## src/design/sst_pkg.sv

```systemverilog
`timescale 1ns / 1ps
// ----------------------------------------------------------------------------
// sst_pkg: shared types and constants of the step segment tracker
// Request opcodes, sequencer states, phase codes and distance constants.
// ----------------------------------------------------------------------------
package sst_pkg;

    // request opcodes
    typedef enum logic [1:0] {
        OP_WRITE_SEG = 2'd0,
        OP_BIND      = 2'd1,
        OP_CLEAR     = 2'd2,
        OP_PROGRESS  = 2'd3
    } t_op;

    // step phase codes
    localparam logic [1:0] PH_NONE      = 2'd0;
    localparam logic [1:0] PH_PREPARING = 2'd1;
    localparam logic [1:0] PH_ARMED     = 2'd2;
    localparam logic [1:0] PH_COMMITTED = 2'd3;

    // capability values above this one map onto it
    localparam logic [1:0] CAP_MAX = 2'd2;

    // sequencer states
    typedef enum logic [3:0] {
        S_IDLE,
        S_HOLD_CHK,
        S_WALK,
        S_REL,
        S_PREP,
        S_PH_COMMIT,
        S_PH_ACTIVE,
        S_ENTER,
        S_ADJ,
        S_RND,
        S_DIV,
        S_OUT
    } t_state;

    // mm to cm: (x + 5) / 10, clamped to 255
    localparam int          DIST_ROUND   = 5;
    localparam int          DIST_CLAMP   = 2560;   // first x + 5 giving more than 255
    localparam int          DIV_IN_BITS  = 12;     // x + 5 below the clamp fits here
    localparam int          RECIP_BITS   = 13;
    localparam int          RECIP_SHIFT  = 16;
    localparam int          PROD_BITS    = DIV_IN_BITS + RECIP_BITS;
    localparam logic [12:0] RECIP_10     = 13'd6554; // ceil(2^16 / 10)
    localparam logic [7:0]  DIST_MAX     = 8'd255;

endpackage

```

## src/design/sst_ram.sv

```systemverilog
`timescale 1ns / 1ps
// ----------------------------------------------------------------------------
// sst_ram: generic single-port-write, single-port-read memory
// One write and one registered read per cycle; contents have no reset.
// ----------------------------------------------------------------------------
module sst_ram #(
    parameter int WIDTH = 123,
    parameter int DEPTH = 16
) (
    input  logic                                       i_clk,
    input  logic                                       i_we,
    input  logic [((DEPTH > 1) ? $clog2(DEPTH) : 1)-1:0] i_waddr,
    input  logic [WIDTH-1:0]                           i_wdata,
    input  logic                                       i_re,
    input  logic [((DEPTH > 1) ? $clog2(DEPTH) : 1)-1:0] i_raddr,
    output logic [WIDTH-1:0]                           o_rdata
);

    logic [WIDTH-1:0] r_mem [DEPTH];
    logic [WIDTH-1:0] r_rdata;

    always_ff @(posedge i_clk) begin
        if (i_we) begin
            r_mem[i_waddr] <= i_wdata;
        end
        if (i_re) begin
            r_rdata <= r_mem[i_raddr];
        end
    end

    assign o_rdata = r_rdata;

endmodule

```

## src/design/sst_alu.sv

```systemverilog
`timescale 1ns / 1ps
// ----------------------------------------------------------------------------
// sst_alu: shared add / subtract and sign test
// Computes a + b or a - b and flags a non-negative or positive result.
// ----------------------------------------------------------------------------
module sst_alu #(
    parameter int W = 26
) (
    input  logic signed [W-1:0] i_a,
    input  logic signed [W-1:0] i_b,
    input  logic                i_sub,
    output logic signed [W-1:0] o_sum,
    output logic                o_ge,
    output logic                o_pos
);

    logic signed [W-1:0] b_op;

    always_comb begin
        b_op  = i_sub ? ~i_b : i_b;
        o_sum = i_a + b_op + W'(i_sub);
        o_ge  = ~o_sum[W-1];
        o_pos = ~o_sum[W-1] & (|o_sum);
    end

endmodule

```

## src/design/step_segment_tracker.sv

```systemverilog
`timescale 1ns / 1ps
// ----------------------------------------------------------------------------
// step_segment_tracker: step segment table and progress tracker
// Holds step segments, follows path progress and reports the step phase.
// ----------------------------------------------------------------------------
// usage
//   requests enter on start when busy is low. op write segment, bind path and
//   clear path finish at the accepting edge and give no result; the next
//   request may follow in the very next cycle.
//   a progress update gives one result on o_strobe for a single cycle. with no
//   path bound it comes in the cycle after the request. otherwise busy stays
//   high while one shared adder walks the table: a release check of a held
//   segment; if none is held or it is released, one table read and one compare
//   per table entry the walk reads, then a step to end the walk or test the
//   prepare mark; then, once a segment is held, the commit and active phase
//   tests and the enter, offset, round, divide and output steps, some of which
//   are skipped or end the request early. the strobe comes in the first cycle
//   with busy low again, so the next request may be accepted in that same cycle.
//   the single table read port and the single adder set how long busy lasts.
//   the receiver cannot stall: each result must be taken in its strobe cycle.
//   i_cfg_we writes the signed step offset in mm; write it only while idle.
//   reset clears path binding, held segment and offset; the segment table is
//   not cleared and an entry must be written before a bound path reads it.
// ----------------------------------------------------------------------------
module step_segment_tracker #(
    parameter int MAX_SEGMENTS = 16,
    parameter int ARC_BITS     = 24
) (
    input  logic        i_clk,
    input  logic        i_rst_n,
    // request channel
    input  logic        start,
    output logic        busy,
    input  logic [1:0]  i_op,
    input  logic [3:0]  i_seg_index,
    input  logic [23:0] i_prepare_mm,
    input  logic [23:0] i_active_mm,
    input  logic [23:0] i_commit_mm,
    input  logic [23:0] i_enter_mm,
    input  logic [23:0] i_release_mm,
    input  logic [1:0]  i_capability,
    input  logic        i_is_step,
    input  logic [4:0]  i_seg_count,
    input  logic [23:0] i_progress_mm,
    // configuration
    input  logic        i_cfg_we,
    input  logic [15:0] i_cfg_wdata,
    // result channel
    output logic        o_strobe,
    output logic [1:0]  o_phase,
    output logic        o_seg_valid,
    output logic [3:0]  o_seg_out_index,
    output logic [1:0]  o_target_profile,
    output logic [7:0]  o_step_distance_cm
);

    // table index width and counter width (counter can hold MAX_SEGMENTS)
    localparam int IW = (MAX_SEGMENTS > 1) ? $clog2(MAX_SEGMENTS) : 1;
    localparam int CW = $clog2(MAX_SEGMENTS + 1);
    localparam int A  = ARC_BITS;
    localparam int W  = ARC_BITS + 2;   // signed width of all differences

    // table entry layout
    localparam int PREP_LSB = 0;
    localparam int ACT_LSB  = A;
    localparam int COM_LSB  = 2 * A;
    localparam int ENT_LSB  = 3 * A;
    localparam int REL_LSB  = 4 * A;
    localparam int KIND_LSB = 5 * A;
    localparam int EW       = 5 * A + 3;

    // control state
    sst_pkg::t_state r_state, n_state;
    logic           r_bound, n_bound;
    logic [CW-1:0]  r_total, n_total;
    logic [CW-1:0]  r_next, n_next;
    logic           r_held_valid, n_held_valid;
    logic [IW-1:0]  r_held, n_held;
    logic [CW-1:0]  r_idx, n_idx;
    logic signed [15:0] r_offset;
    logic           r_strobe, n_strobe;

    // payload
    logic [A-1:0]        r_prog, n_prog;
    logic [1:0]          r_phase, n_phase;
    logic signed [W-1:0] r_acc, n_acc;
    logic                r_clamp, n_clamp;
    logic [sst_pkg::PROD_BITS-1:0] r_prod, n_prod;
    logic [1:0]  r_o_phase, n_o_phase;
    logic        r_o_valid, n_o_valid;
    logic [3:0]  r_o_index, n_o_index;
    logic [1:0]  r_o_prof, n_o_prof;
    logic [7:0]  r_o_dist, n_o_dist;

    // table port
    logic          ram_we, ram_re;
    logic [IW-1:0] ram_waddr, ram_raddr;
    logic [EW-1:0] ram_wdata, ram_rdata;

    // shared adder
    logic signed [W-1:0] alu_a, alu_b, alu_sum;
    logic                alu_sub, alu_ge, alu_pos;

    logic          accept;
    logic          seg_ok;
    logic [CW-1:0] count_sat;
    logic [IW+3:0] wa_ext;
    logic [IW+3:0] held_ext;
    logic [3:0]    held_idx4;
    logic [1:0]    cap, prof;
    logic          is_step;
    logic signed [W-1:0] prog_s;

    assign accept = start & ~busy;
    assign busy   = (r_state != sst_pkg::S_IDLE);

    // write address: only entries inside the table are written
    assign wa_ext    = {{IW{1'b0}}, i_seg_index};
    assign ram_waddr = wa_ext[IW-1:0];
    assign seg_ok    = 32'(i_seg_index) < 32'(MAX_SEGMENTS);
    assign ram_wdata = {i_is_step, i_capability, A'(i_release_mm), A'(i_enter_mm),
                        A'(i_commit_mm), A'(i_active_mm), A'(i_prepare_mm)};

    // bound path length saturates at the table depth
    assign count_sat = (32'(i_seg_count) > 32'(MAX_SEGMENTS)) ? CW'(MAX_SEGMENTS)
                                                              : CW'(i_seg_count);

    // held entry view
    assign held_ext  = {4'b0000, r_held};
    assign held_idx4 = held_ext[3:0];
    assign cap       = ram_rdata[KIND_LSB +: 2];
    assign is_step   = ram_rdata[KIND_LSB + 2];
    assign prof      = (cap > sst_pkg::CAP_MAX) ? (sst_pkg::CAP_MAX + 2'd1) : (cap + 2'd1);
    assign prog_s    = $signed({2'b00, r_prog});

    sst_ram #(
        .WIDTH (EW),
        .DEPTH (MAX_SEGMENTS)
    ) u_table (
        .i_clk   (i_clk),
        .i_we    (ram_we),
        .i_waddr (ram_waddr),
        .i_wdata (ram_wdata),
        .i_re    (ram_re),
        .i_raddr (ram_raddr),
        .o_rdata (ram_rdata)
    );

    sst_alu #(
        .W (W)
    ) u_alu (
        .i_a   (alu_a),
        .i_b   (alu_b),
        .i_sub (alu_sub),
        .o_sum (alu_sum),
        .o_ge  (alu_ge),
        .o_pos (alu_pos)
    );

    always_comb begin
        n_state      = r_state;
        n_bound      = r_bound;
        n_total      = r_total;
        n_next       = r_next;
        n_held_valid = r_held_valid;
        n_held       = r_held;
        n_idx        = r_idx;
        n_strobe     = 1'b0;
        n_prog       = r_prog;
        n_phase      = r_phase;
        n_acc        = r_acc;
        n_clamp      = r_clamp;
        n_prod       = r_prod;
        n_o_phase    = r_o_phase;
        n_o_valid    = r_o_valid;
        n_o_index    = r_o_index;
        n_o_prof     = r_o_prof;
        n_o_dist     = r_o_dist;
        ram_we       = 1'b0;
        ram_re       = 1'b0;
        ram_raddr    = r_idx[IW-1:0];
        alu_a        = prog_s;
        alu_b        = '0;
        alu_sub      = 1'b1;

        case (r_state)
            sst_pkg::S_IDLE: begin
                if (accept) begin
                    case (sst_pkg::t_op'(i_op))
                        sst_pkg::OP_WRITE_SEG: begin
                            ram_we = seg_ok;
                        end
                        sst_pkg::OP_BIND: begin
                            n_bound      = 1'b1;
                            n_total      = count_sat;
                            n_next       = '0;
                            n_held_valid = 1'b0;
                        end
                        sst_pkg::OP_CLEAR: begin
                            n_bound      = 1'b0;
                            n_total      = '0;
                            n_next       = '0;
                            n_held_valid = 1'b0;
                        end
                        sst_pkg::OP_PROGRESS: begin
                            n_prog = A'(i_progress_mm);
                            if (!r_bound) begin
                                // no path: report nothing
                                n_next       = '0;
                                n_held_valid = 1'b0;
                                n_strobe     = 1'b1;
                                n_o_phase    = sst_pkg::PH_NONE;
                                n_o_valid    = 1'b0;
                                n_o_index    = '0;
                                n_o_prof     = '0;
                                n_o_dist     = '0;
                            end else if (r_held_valid) begin
                                ram_re    = 1'b1;
                                ram_raddr = r_held;
                                n_state   = sst_pkg::S_HOLD_CHK;
                            end else begin
                                n_idx   = r_next;
                                n_state = sst_pkg::S_WALK;
                            end
                        end
                        default: begin
                            n_state = sst_pkg::S_IDLE;
                        end
                    endcase
                end
            end

            sst_pkg::S_HOLD_CHK: begin
                // release the held segment once progress reaches its release mark
                alu_b = $signed({2'b00, ram_rdata[REL_LSB +: A]});
                if (alu_ge) begin
                    n_held_valid = 1'b0;
                    n_idx        = CW'(r_held) + CW'(1);
                    n_state      = sst_pkg::S_WALK;
                end else begin
                    n_state = sst_pkg::S_PH_COMMIT;
                end
            end

            sst_pkg::S_WALK: begin
                if (r_idx >= r_total) begin
                    n_next    = r_idx;
                    n_strobe  = 1'b1;
                    n_o_phase = sst_pkg::PH_NONE;
                    n_o_valid = 1'b0;
                    n_o_index = '0;
                    n_o_prof  = '0;
                    n_o_dist  = '0;
                    n_state   = sst_pkg::S_IDLE;
                end else begin
                    ram_re  = 1'b1;
                    n_state = sst_pkg::S_REL;
                end
            end

            sst_pkg::S_REL: begin
                // skip segments already released
                alu_b = $signed({2'b00, ram_rdata[REL_LSB +: A]});
                if (alu_ge) begin
                    n_idx   = r_idx + CW'(1);
                    n_state = sst_pkg::S_WALK;
                end else begin
                    n_next  = r_idx;
                    n_state = sst_pkg::S_PREP;
                end
            end

            sst_pkg::S_PREP: begin
                // first unreleased segment: acquire it if its prepare mark is reached
                alu_b = $signed({2'b00, ram_rdata[PREP_LSB +: A]});
                if (alu_ge) begin
                    n_held_valid = 1'b1;
                    n_held       = r_idx[IW-1:0];
                    n_state      = sst_pkg::S_PH_COMMIT;
                end else begin
                    n_strobe  = 1'b1;
                    n_o_phase = sst_pkg::PH_NONE;
                    n_o_valid = 1'b0;
                    n_o_index = '0;
                    n_o_prof  = '0;
                    n_o_dist  = '0;
                    n_state   = sst_pkg::S_IDLE;
                end
            end

            sst_pkg::S_PH_COMMIT: begin
                alu_b = $signed({2'b00, ram_rdata[COM_LSB +: A]});
                if (!is_step) begin
                    // non-step segment only selects the profile
                    n_strobe  = 1'b1;
                    n_o_phase = sst_pkg::PH_NONE;
                    n_o_valid = 1'b0;
                    n_o_index = '0;
                    n_o_prof  = prof;
                    n_o_dist  = '0;
                    n_state   = sst_pkg::S_IDLE;
                end else if (alu_ge) begin
                    n_phase = sst_pkg::PH_COMMITTED;
                    n_state = sst_pkg::S_ENTER;
                end else begin
                    n_state = sst_pkg::S_PH_ACTIVE;
                end
            end

            sst_pkg::S_PH_ACTIVE: begin
                alu_b   = $signed({2'b00, ram_rdata[ACT_LSB +: A]});
                n_phase = alu_ge ? sst_pkg::PH_ARMED : sst_pkg::PH_PREPARING;
                n_state = sst_pkg::S_ENTER;
            end

            sst_pkg::S_ENTER: begin
                // enter - progress, zero distance once entry is reached
                alu_a = $signed({2'b00, ram_rdata[ENT_LSB +: A]});
                alu_b = prog_s;
                if (alu_pos) begin
                    n_acc   = alu_sum;
                    n_state = sst_pkg::S_ADJ;
                end else begin
                    n_strobe  = 1'b1;
                    n_o_phase = r_phase;
                    n_o_valid = 1'b1;
                    n_o_index = held_idx4;
                    n_o_prof  = prof;
                    n_o_dist  = '0;
                    n_state   = sst_pkg::S_IDLE;
                end
            end

            sst_pkg::S_ADJ: begin
                alu_a   = r_acc;
                alu_b   = W'(r_offset);
                alu_sub = 1'b0;
                if (alu_pos) begin
                    n_acc   = alu_sum;
                    n_state = sst_pkg::S_RND;
                end else begin
                    n_strobe  = 1'b1;
                    n_o_phase = r_phase;
                    n_o_valid = 1'b1;
                    n_o_index = held_idx4;
                    n_o_prof  = prof;
                    n_o_dist  = '0;
                    n_state   = sst_pkg::S_IDLE;
                end
            end

            sst_pkg::S_RND: begin
                alu_a   = r_acc;
                alu_b   = W'(sst_pkg::DIST_ROUND);
                alu_sub = 1'b0;
                n_acc   = alu_sum;
                n_state = sst_pkg::S_DIV;
            end

            sst_pkg::S_DIV: begin
                // divide by ten through the reciprocal, exact below the clamp
                n_clamp = (r_acc >= W'(sst_pkg::DIST_CLAMP));
                n_prod  = sst_pkg::PROD_BITS'(r_acc[sst_pkg::DIV_IN_BITS-1:0])
                        * sst_pkg::PROD_BITS'(sst_pkg::RECIP_10);
                n_state = sst_pkg::S_OUT;
            end

            sst_pkg::S_OUT: begin
                n_strobe  = 1'b1;
                n_o_phase = r_phase;
                n_o_valid = 1'b1;
                n_o_index = held_idx4;
                n_o_prof  = prof;
                n_o_dist  = r_clamp ? sst_pkg::DIST_MAX : r_prod[sst_pkg::RECIP_SHIFT +: 8];
                n_state   = sst_pkg::S_IDLE;
            end

            default: begin
                n_state = sst_pkg::S_IDLE;
            end
        endcase
    end

    // control registers
    always_ff @(posedge i_clk) begin
        if (!i_rst_n) begin
            r_state      <= sst_pkg::S_IDLE;
            r_bound      <= 1'b0;
            r_total      <= '0;
            r_next       <= '0;
            r_held_valid <= 1'b0;
            r_held       <= '0;
            r_idx        <= '0;
            r_offset     <= '0;
            r_strobe     <= 1'b0;
        end else begin
            r_state      <= n_state;
            r_bound      <= n_bound;
            r_total      <= n_total;
            r_next       <= n_next;
            r_held_valid <= n_held_valid;
            r_held       <= n_held;
            r_idx        <= n_idx;
            r_strobe     <= n_strobe;
            if (i_cfg_we) begin
                r_offset <= $signed(i_cfg_wdata);
            end
        end
    end

    // payload registers
    always_ff @(posedge i_clk) begin
        r_prog    <= n_prog;
        r_phase   <= n_phase;
        r_acc     <= n_acc;
        r_clamp   <= n_clamp;
        r_prod    <= n_prod;
        r_o_phase <= n_o_phase;
        r_o_valid <= n_o_valid;
        r_o_index <= n_o_index;
        r_o_prof  <= n_o_prof;
        r_o_dist  <= n_o_dist;
    end

    assign o_strobe           = r_strobe;
    assign o_phase            = r_o_phase;
    assign o_seg_valid        = r_o_valid;
    assign o_seg_out_index    = r_o_index;
    assign o_target_profile   = r_o_prof;
    assign o_step_distance_cm = r_o_dist;

    // only a progress request on a bound path makes the tracker busy
    a_busy_cause: assert property (@(posedge i_clk) disable iff (!i_rst_n)
        $rose(busy) |-> $past(start && (i_op == sst_pkg::OP_PROGRESS) && r_bound))
        else $error("busy rose without a progress request on a bound path");

    // a held segment always lies inside the bound path
    a_held_in_path: assert property (@(posedge i_clk) disable iff (!i_rst_n)
        r_held_valid |-> (CW'(r_held) < r_total))
        else $error("held segment outside the bound path");

    // the walk position never passes the path length
    a_next_in_path: assert property (@(posedge i_clk) disable iff (!i_rst_n)
        r_next <= r_total)
        else $error("next segment beyond path length");

    // an observed step segment always reports a phase
    a_valid_phase: assert property (@(posedge i_clk) disable iff (!i_rst_n)
        (o_strobe && o_seg_valid) |-> (o_phase != sst_pkg::PH_NONE))
        else $error("step segment reported without phase");

    // no observed segment means no index, phase or distance
    a_none_zero: assert property (@(posedge i_clk) disable iff (!i_rst_n)
        (o_strobe && !o_seg_valid) |->
            (o_seg_out_index == 4'd0 && o_step_distance_cm == 8'd0 &&
             o_phase == sst_pkg::PH_NONE))
        else $error("fields set without an observed step segment");

endmodule
```

## config.mk

```make
export PLATFORM = sky130hd
export DESIGN_NAME = step_segment_tracker
export DESIGN_NICKNAME = d
export VERILOG_FILES = /design/src/design/sst_pkg.sv /design/src/design/sst_ram.sv /design/src/design/sst_alu.sv /design/src/design/step_segment_tracker.sv
export SDC_FILE = /design/constraint.sdc
export NUM_CORES = 2
export LEC_CHECK = 0
export ABC_AREA = 1
export BUFFER_PORTS_ARGS = -buffer_cell sky130_fd_sc_hd__buf_2
export CAP_MARGIN = 20
export CORE_MARGIN = 2
export CORE_UTILIZATION = 55
export CTS_CLUSTER_DIAMETER = 80
export DETAILED_ROUTE_END_ITERATION = 6
export GPL_TIMING_DRIVEN = 1
export PLACE_DENSITY = 0.78
export SYNTH_ARGS = -nofsm -noshare
export SYNTH_HDL_FRONTEND = slang
export SYNTH_HIERARCHICAL = 1
export SYNTH_SLANG_ARGS = --single-unit
export TNS_END_PERCENT = 1
```

## constraint.sdc

```tcl
create_clock -name i_clk -period 8.9 [get_ports i_clk]
set_input_delay 1.78 -clock i_clk [delete_from_list [all_inputs] [get_ports i_clk]]
set_output_delay 1.78 -clock i_clk [all_outputs]
set_load 0.02 [all_outputs]
```

; ---- Word level (Yosys, flattened, before mapping)
; Memory sizes are Yosys's and may differ from the RTL's. A register that Yosys moved wholly into a read port is not among the register bits.
; Index checks and enable logic that the tools add are counted.
[op_classes]
n_reduce_logical = 25
addsub = 5
n_mux = 105
bitwise = 5
multipliers = 1
order_cmp = 4
n_eq_ne = 32
[op_table]
columns = operator, count
row1 = $pmux W26 S7, 1
row2 = $pmux W26 S2, 2
row3 = $mux W4, 17
row4 = $mux W8, 8
row5 = $mux W5, 11
row6 = $mux W26, 2
row7 = $pmux W8 S6, 1
row8 = $pmux W4 S11, 1
row9 = $mux W2, 15
row10 = $pmux W5 S3, 2
row11 = $mux W1, 29
row12 = $add A26 B1 Y26, 1
row13 = $add A26 B26 Y26, 1
row14 = $ge A26 B13 Y1 const B, 1
row15 = $ne A2 B2 Y1 const B, 13
row16 = $not A26 Y26, 1
row17 = $reduce_or A26 Y1, 1
row18 = $pmux W2 S6, 2
row19 = $pmux W4 S6, 1
row20 = $mul A12 B12 Y23 const B, 1
row21 = $pmux W5 S2, 2
row22 = $eq A4 B3 Y1 const B, 4
row23 = $eq A4 B4 Y1 const B, 4
row24 = $mux W3, 4
row25 = other kinds (31), 52
[word_totals]
mem_count = 1
register_bits = 135
elab_cells = 197
mem_bits_rw = 1968
[memory_table]
columns = name, depth, width, rd, rd_ports_with_merged_regs, wr, line_no
row1 = u_table.r_mem, 16, 123, 1, 1, 1, sst_ram.sv:19  ; logic [WIDTH-1:0] r_mem [DEPTH];

; ---- Depth between registers and ports, before layout
[logic_depth]
depth_word = 11
ltp_mapped = 33
mapped_depth_nobuf = 31

; ---- Cells and area by module
; Netlist, hierarchy kept.
[by_module_without_submodules]
columns = module, seq_area_each_um2, area_each_um2, cells_per_inst, n_inst
row1 = sst_ram, 62790.2, 87946.8, 8068, 1
row2 = step_segment_tracker, 3183.1, 8903.5, 1088, 1
row3 = sst_alu, 0.0, 2517.4, 481, 1

; ---- Least setup slack after synthesis
; No wires, ideal clock.
[synth_path]
path_type = input to register
startpoint = in i_op[0]
endpoint = mem u_table.r_mem[10][0], enable pin
setup_ps = 607
slack_ps = 808
path_buffers = 0
t_arrival_ps = 7485
path_stages = 6
path_cell_list = inv_1 ha_1 nand2_1 nor2_1 nand3_1 nor2_1
[synth_via]
elab_chain_len = 6
[synth_rtl]
columns = element, line_no
row1 = "start, declared", step_segment_tracker.sv:34  ; input logic [1:0] i_op,
row2 = $logic_not A2 Y1, step_segment_tracker.sv:189  ; case (sst_pkg::t_op'(i_op))
row3 = $mux W1, step_segment_tracker.sv:189
row4 = $mux W1, step_segment_tracker.sv:188  ; if (accept) begin
row5 = $mux W1, step_segment_tracker.sv:186  ; case (r_state)
row6 = named net ram_we, step_segment_tracker.sv:96  ; logic ram_we, ram_re;
row7 = $mux W1, sst_ram.sv:23  ; if (i_we) begin
row8 = $mux W1 (implied by the code), sst_ram.sv:24  ; r_mem[i_waddr] <= i_wdata;
row9 = "end, declared", sst_ram.sv:19
; The timed path passes the listed nets, and every way through them passes these cells.

; ---- Worst setup path after layout
[layout_path]
startpoint = reg r_state[2]
endpoint = reg r_o_index[0], in the netlist o_seg_out_index[0], enable pin
[layout_via]
elab_cells_between_ends = 36
cone_classes = 2 x add/sub / 17 x eq/ne / 4 x mux / 5 x bitwise / 8 x reduce/logical
[layout_rtl]
columns = element, line_no
row1 = "start, declared", step_segment_tracker.sv:73  ; sst_pkg::t_state r_state, n_state;
row2 = "start signal, assigned", step_segment_tracker.sv:387  ; r_state <= sst_pkg::S_IDLE;
row3 = "start signal, assigned", step_segment_tracker.sv:397  ; r_state <= n_state;
row4 = $eq A4 B4 Y1, step_segment_tracker.sv:186
row5 = $reduce_or A2 Y1 (no line), --
row6 = $pmux W26 S2 (*), step_segment_tracker.sv:186
row7 = named net alu_a[0], step_segment_tracker.sv:101  ; logic signed [W-1:0] alu_a, alu_b, alu_sum;
row8 = $add A26 B26 Y26 (*), sst_alu.sv:21  ; o_sum = i_a + b_op + W'(i_sub);
row9 = $add A26 B1 Y26 (*), sst_alu.sv:21
row10 = $reduce_or A26 Y1 / $not A1 Y1 (equally long branches), --
row11 = $and A1 B1 Y1 (*), sst_alu.sv:23  ; o_pos = ~o_sum[W-1] & (|o_sum);
row12 = named net alu_pos, step_segment_tracker.sv:102  ; logic alu_sub, alu_ge, alu_pos;
row13 = $ne A2 B2 Y1 (no line) (*), --
row14 = $reduce_and A8 Y1 (no line) (*), --
row15 = "end signal, assigned", step_segment_tracker.sv:420  ; r_o_index <= n_o_index;
row16 = "end, declared", step_segment_tracker.sv:91  ; logic [3:0] r_o_index, n_o_index;
; Mark *: on every way through the listed nets, which the timed path passes. The rest lies on a longest branch.
; A chain may end at the register's enable or synchronous reset.

==> flow_summary.json <==
{
  "outcome": "complete, but fails checks",
  "violations": "DRC",
  "routabilityCongestion": 1.04,
  "antenna_found_initial": 57,
  "ys_types": 50,
  "fin_tns_setup_ps": 0,
  "vdd_ir_drop_max_mv": 0.178,
  "period_minus_slack_ps": 6350,
  "post_synth_fa_ha_maj_area_fraction_pct": 2.33,
  "synth_edf_count": 2169,
  "dp.final_hpwl_mm": 146,
  "cts_hold_buf": 0,
  "fmax_ghz": 0.157,
  "syn_nets": 9977,
  "max_slew_margin_pct": 17.4,
  "vias_per_cell": 5.69,
  "synth_seq_area_share_pct": 66.4,
  "post_cts_buffers": 0,
  "utilization_pct": 60.4,
  "grt_usage_pct": 28.9,
  "cts_resized": 0,
  "max_stage_delay_ps": 690,
  "synth_flop_cell": "edfxtp_1",
  "hold_violations": 0,
  "n_fill_cell": 13525,
  "grt_max_degree": 213,
  "rows": 156,
  "hold_ws_ps": 472,
  "slew_viol_final": 0,
  "worst-path-max-fanout": 20,
  "drtIter0Drc": 9578,
  "first_pass_iters": 7,
  "synth_top_family_by_area": "simple AND/OR/NAND/NOR gates",
  "clk_path_buf_depth": 3,
  "cpMostUsedCell": "nand2_1",
  "avgSynthCellArea_um2": 10.3,
  "fin_crit_sh_pct": 71.4,
  "root_buffer": "clkbuf_16",
  "worstPathRequired_ps": 9400,
  "drive_gt1_share_pct": 6.80,
  "syn_to_final_growth_pct": 9.45,
  "stdcell_count": 12259,
  "rsz0062_at_grt": "false",
  "ioPinCount": 197,
  "setup_viol": 0,
  "max-cap-violations": 0,
  "dp.cells": 11847,
  "synth_compound_area_share_pct": 0.971,
  "wl_per_cell_um": 22.2,
  "synth.cell_area_um2": 99400,
  "vias": 69763,
  "power_density_nw_per_um2": 194,
  "clock_latency_ps": 880,
  "antenna_left": 0,
  "crit_arrival_ps": 6850,
  "htreeDepth": 4,
  "skew_ps": 39.0,
  "cpMaxStageDelayCell": "inv_1",
  "muxShareOfSynthArea_pct": 0,
  "yosysWarningCount": 6,
  "cts_tree": "done",
  "p_leak_nw": 46.2,
  "die_w_um": 429,
  "hold_class": "reg -> reg",
  "criticalPathCategory": "reg -> reg",
  "cp-start-kind": "flip-flop",
  "cp-end-kind": "flip-flop",
  "grt_pass1_vias": 66399,
  "die_h_um": 429,
  "die_area_um2": 184000,
  "core_area_um2": 180000,
  "grt_pass1_wl_mm": 401,
  "cts.sink_count": 2211,
  "final_cell_area_um2": 109000,
  "cts.clk_slew.worst_paths_ps": 70,
  "wl_mm": 272,
  "numCtsBuffers": 209,
  "io_buffers": 196,
  "grt_overflow": 0,
  "worst_pin_slew_ps": 1240,
  "async_flop_share_pct": 0,
  "start_util_pct": 55.2,
  "synth_xor_area_share_pct": 0.369,
  "synthCells": 9637,
  "yosys.area_share.simple_pct": 20.7,
  "ys_ff_latch": 2211,
  "fin_nets": 10030,
  "place_area_um2": 102000,
  "drc": 2
}
==> power breakdown <==
group	switching, W	internal, W
sequential	0.0000308	0.0115
clock	0.00387	0.00487
combinational	0.000638	0.000227
total	0.00454	0.0166
==> final timing paths <==
path                            from                                to  slack, ps  cells past startpoint
min reg2reg  r_total[3]$_SDFFE_PN0P_           r_total[3]$_SDFFE_PN0P_        470                      2
max          r_state[2]$_SDFFE_PN0P_  o_seg_out_index[0]$_SDFFCE_PN0P_       2550                     29
max reg2reg  r_state[2]$_SDFFE_PN0P_  o_seg_out_index[0]$_SDFFCE_PN0P_       2550                     29
min          r_total[3]$_SDFFE_PN0P_           r_total[3]$_SDFFE_PN0P_        470                      2
==> cell usage after synthesis (all sizes together), types with 8 or more instances <==
| library cell | instances | share of area, % |
|---|---|---|
| fa | 38 | 0.77 |
| dfxtp | 42 | 0.85 |
| buf | 347 | 2.2 |
| nor3 | 8 | 0.045 |
| xnor2 | 11 | 0.097 |
| nand3b | 9 | 0.093 |
| a221oi | 17 | 0.15 |
| edfxtp | 2169 | 66 |
| nand4 | 29 | 0.18 |
| nor2 | 165 | 0.71 |
| o211ai | 14 | 0.11 |
| nand3 | 1557 | 7.9 |
| nand2 | 3071 | 12 |
| ha | 124 | 1.6 |
| inv | 1768 | 6.7 |
| clkbuf | 94 | 0.36 |
| o21ai | 42 | 0.21 |
| a21oi | 58 | 0.29 |
| xor2 | 30 | 0.27 |
==> cells in the final DEF (no fill, tap or decap), drive strengths merged, types with 3 or more instances in the layout <==
master    instances
clkinv          111
o21ai            42
fa               38
a21o              6
inv            1776
a21oi            58
buf             283
nand4            29
edfxtp         2169
bufinv           16
o22ai             5
o211ai           14
nand3          1557
dfxtp            42
nor3              8
xnor2            11
nand3b            9
nor2            165
and2              4
diode            20
a221oi           17
ha              124
nand2          3071
clkinvlp          4
nor4              6
xor2             30
o21bai            3
a22o              6
clkbuf          255
==> per-stage QoR <==
stage	worst slack [ps]	total power [W]
floorplan	808	0.0123
finish	2550	0.0211
global placement	2660	0.0125
global route	2310	0.0217
detailed placement	2540	0.0126
CTS	2780	0.0212
==> area by class of cell <==
type	count	area (µm²)	share of cell area [%]
flip-flops and latches	2211	66000	60.7
multi-input cells	5213	24400	22.4
inverters	1772	6680	6.14
clock buffers	255	5500	5.06
well taps	2370	2970	2.73
repair buffers	283	1990	1.83
clock inverters	135	1240	1.14
diodes	20	50.0	0.0460
==> cell families (layout without fill, tap and decap cells) <==
| family | after synthesis | count (layout) |
|---|---|---|
| flops | 2211 | 2211 |
| buf+inv | 2213 | 2445 |
| xor+xnor | 41 | 41 |
| simple gates | 4852 | 4852 |
| fa+ha+maj | 162 | 162 |
| compound gates | 158 | 158 |
| other cells | 0 | 20 |
==> critical path: cells and delay by family (launching register included) <==
kind	cells	cell delay (ps)
AOI/OAI and AO/OA	1	430
adders and majority gates	1	420
buffers and inverters	6	1620
DFF	1	360
and+or+nand+nor	21	3110
==> routing by layer <==
layer | GRT usage (%) | vias to the layer above | share of wire [%]
met5 | 0 | - | 0.098
met4 | 15.2 | 44 | 5.4
met3 | 6.02 | 806 | 12
met2 | 45.4 | 4452 | 46
met1 | 38.2 | 33172 | 36
li1 | - | 31289 | -
==> flip-flops by register name, summed over array words and instances (netlist names) <==
signal	cells
u_table/r_mem	1968
u_table/o_rdata	123
r_acc	26
r_prog	24
r_offset	16
o_step_distance_cm	8
r_prod	8
r_idx	5
r_next	5
r_total	5
held_idx4	4
o_seg_out_index	4
r_state	4
o_phase	2
o_target_profile	2
r_phase	2
o_seg_valid	1
o_strobe	1
r_bound	1
r_clamp	1
r_held_valid	1
(Power assumes the default switching activity.)
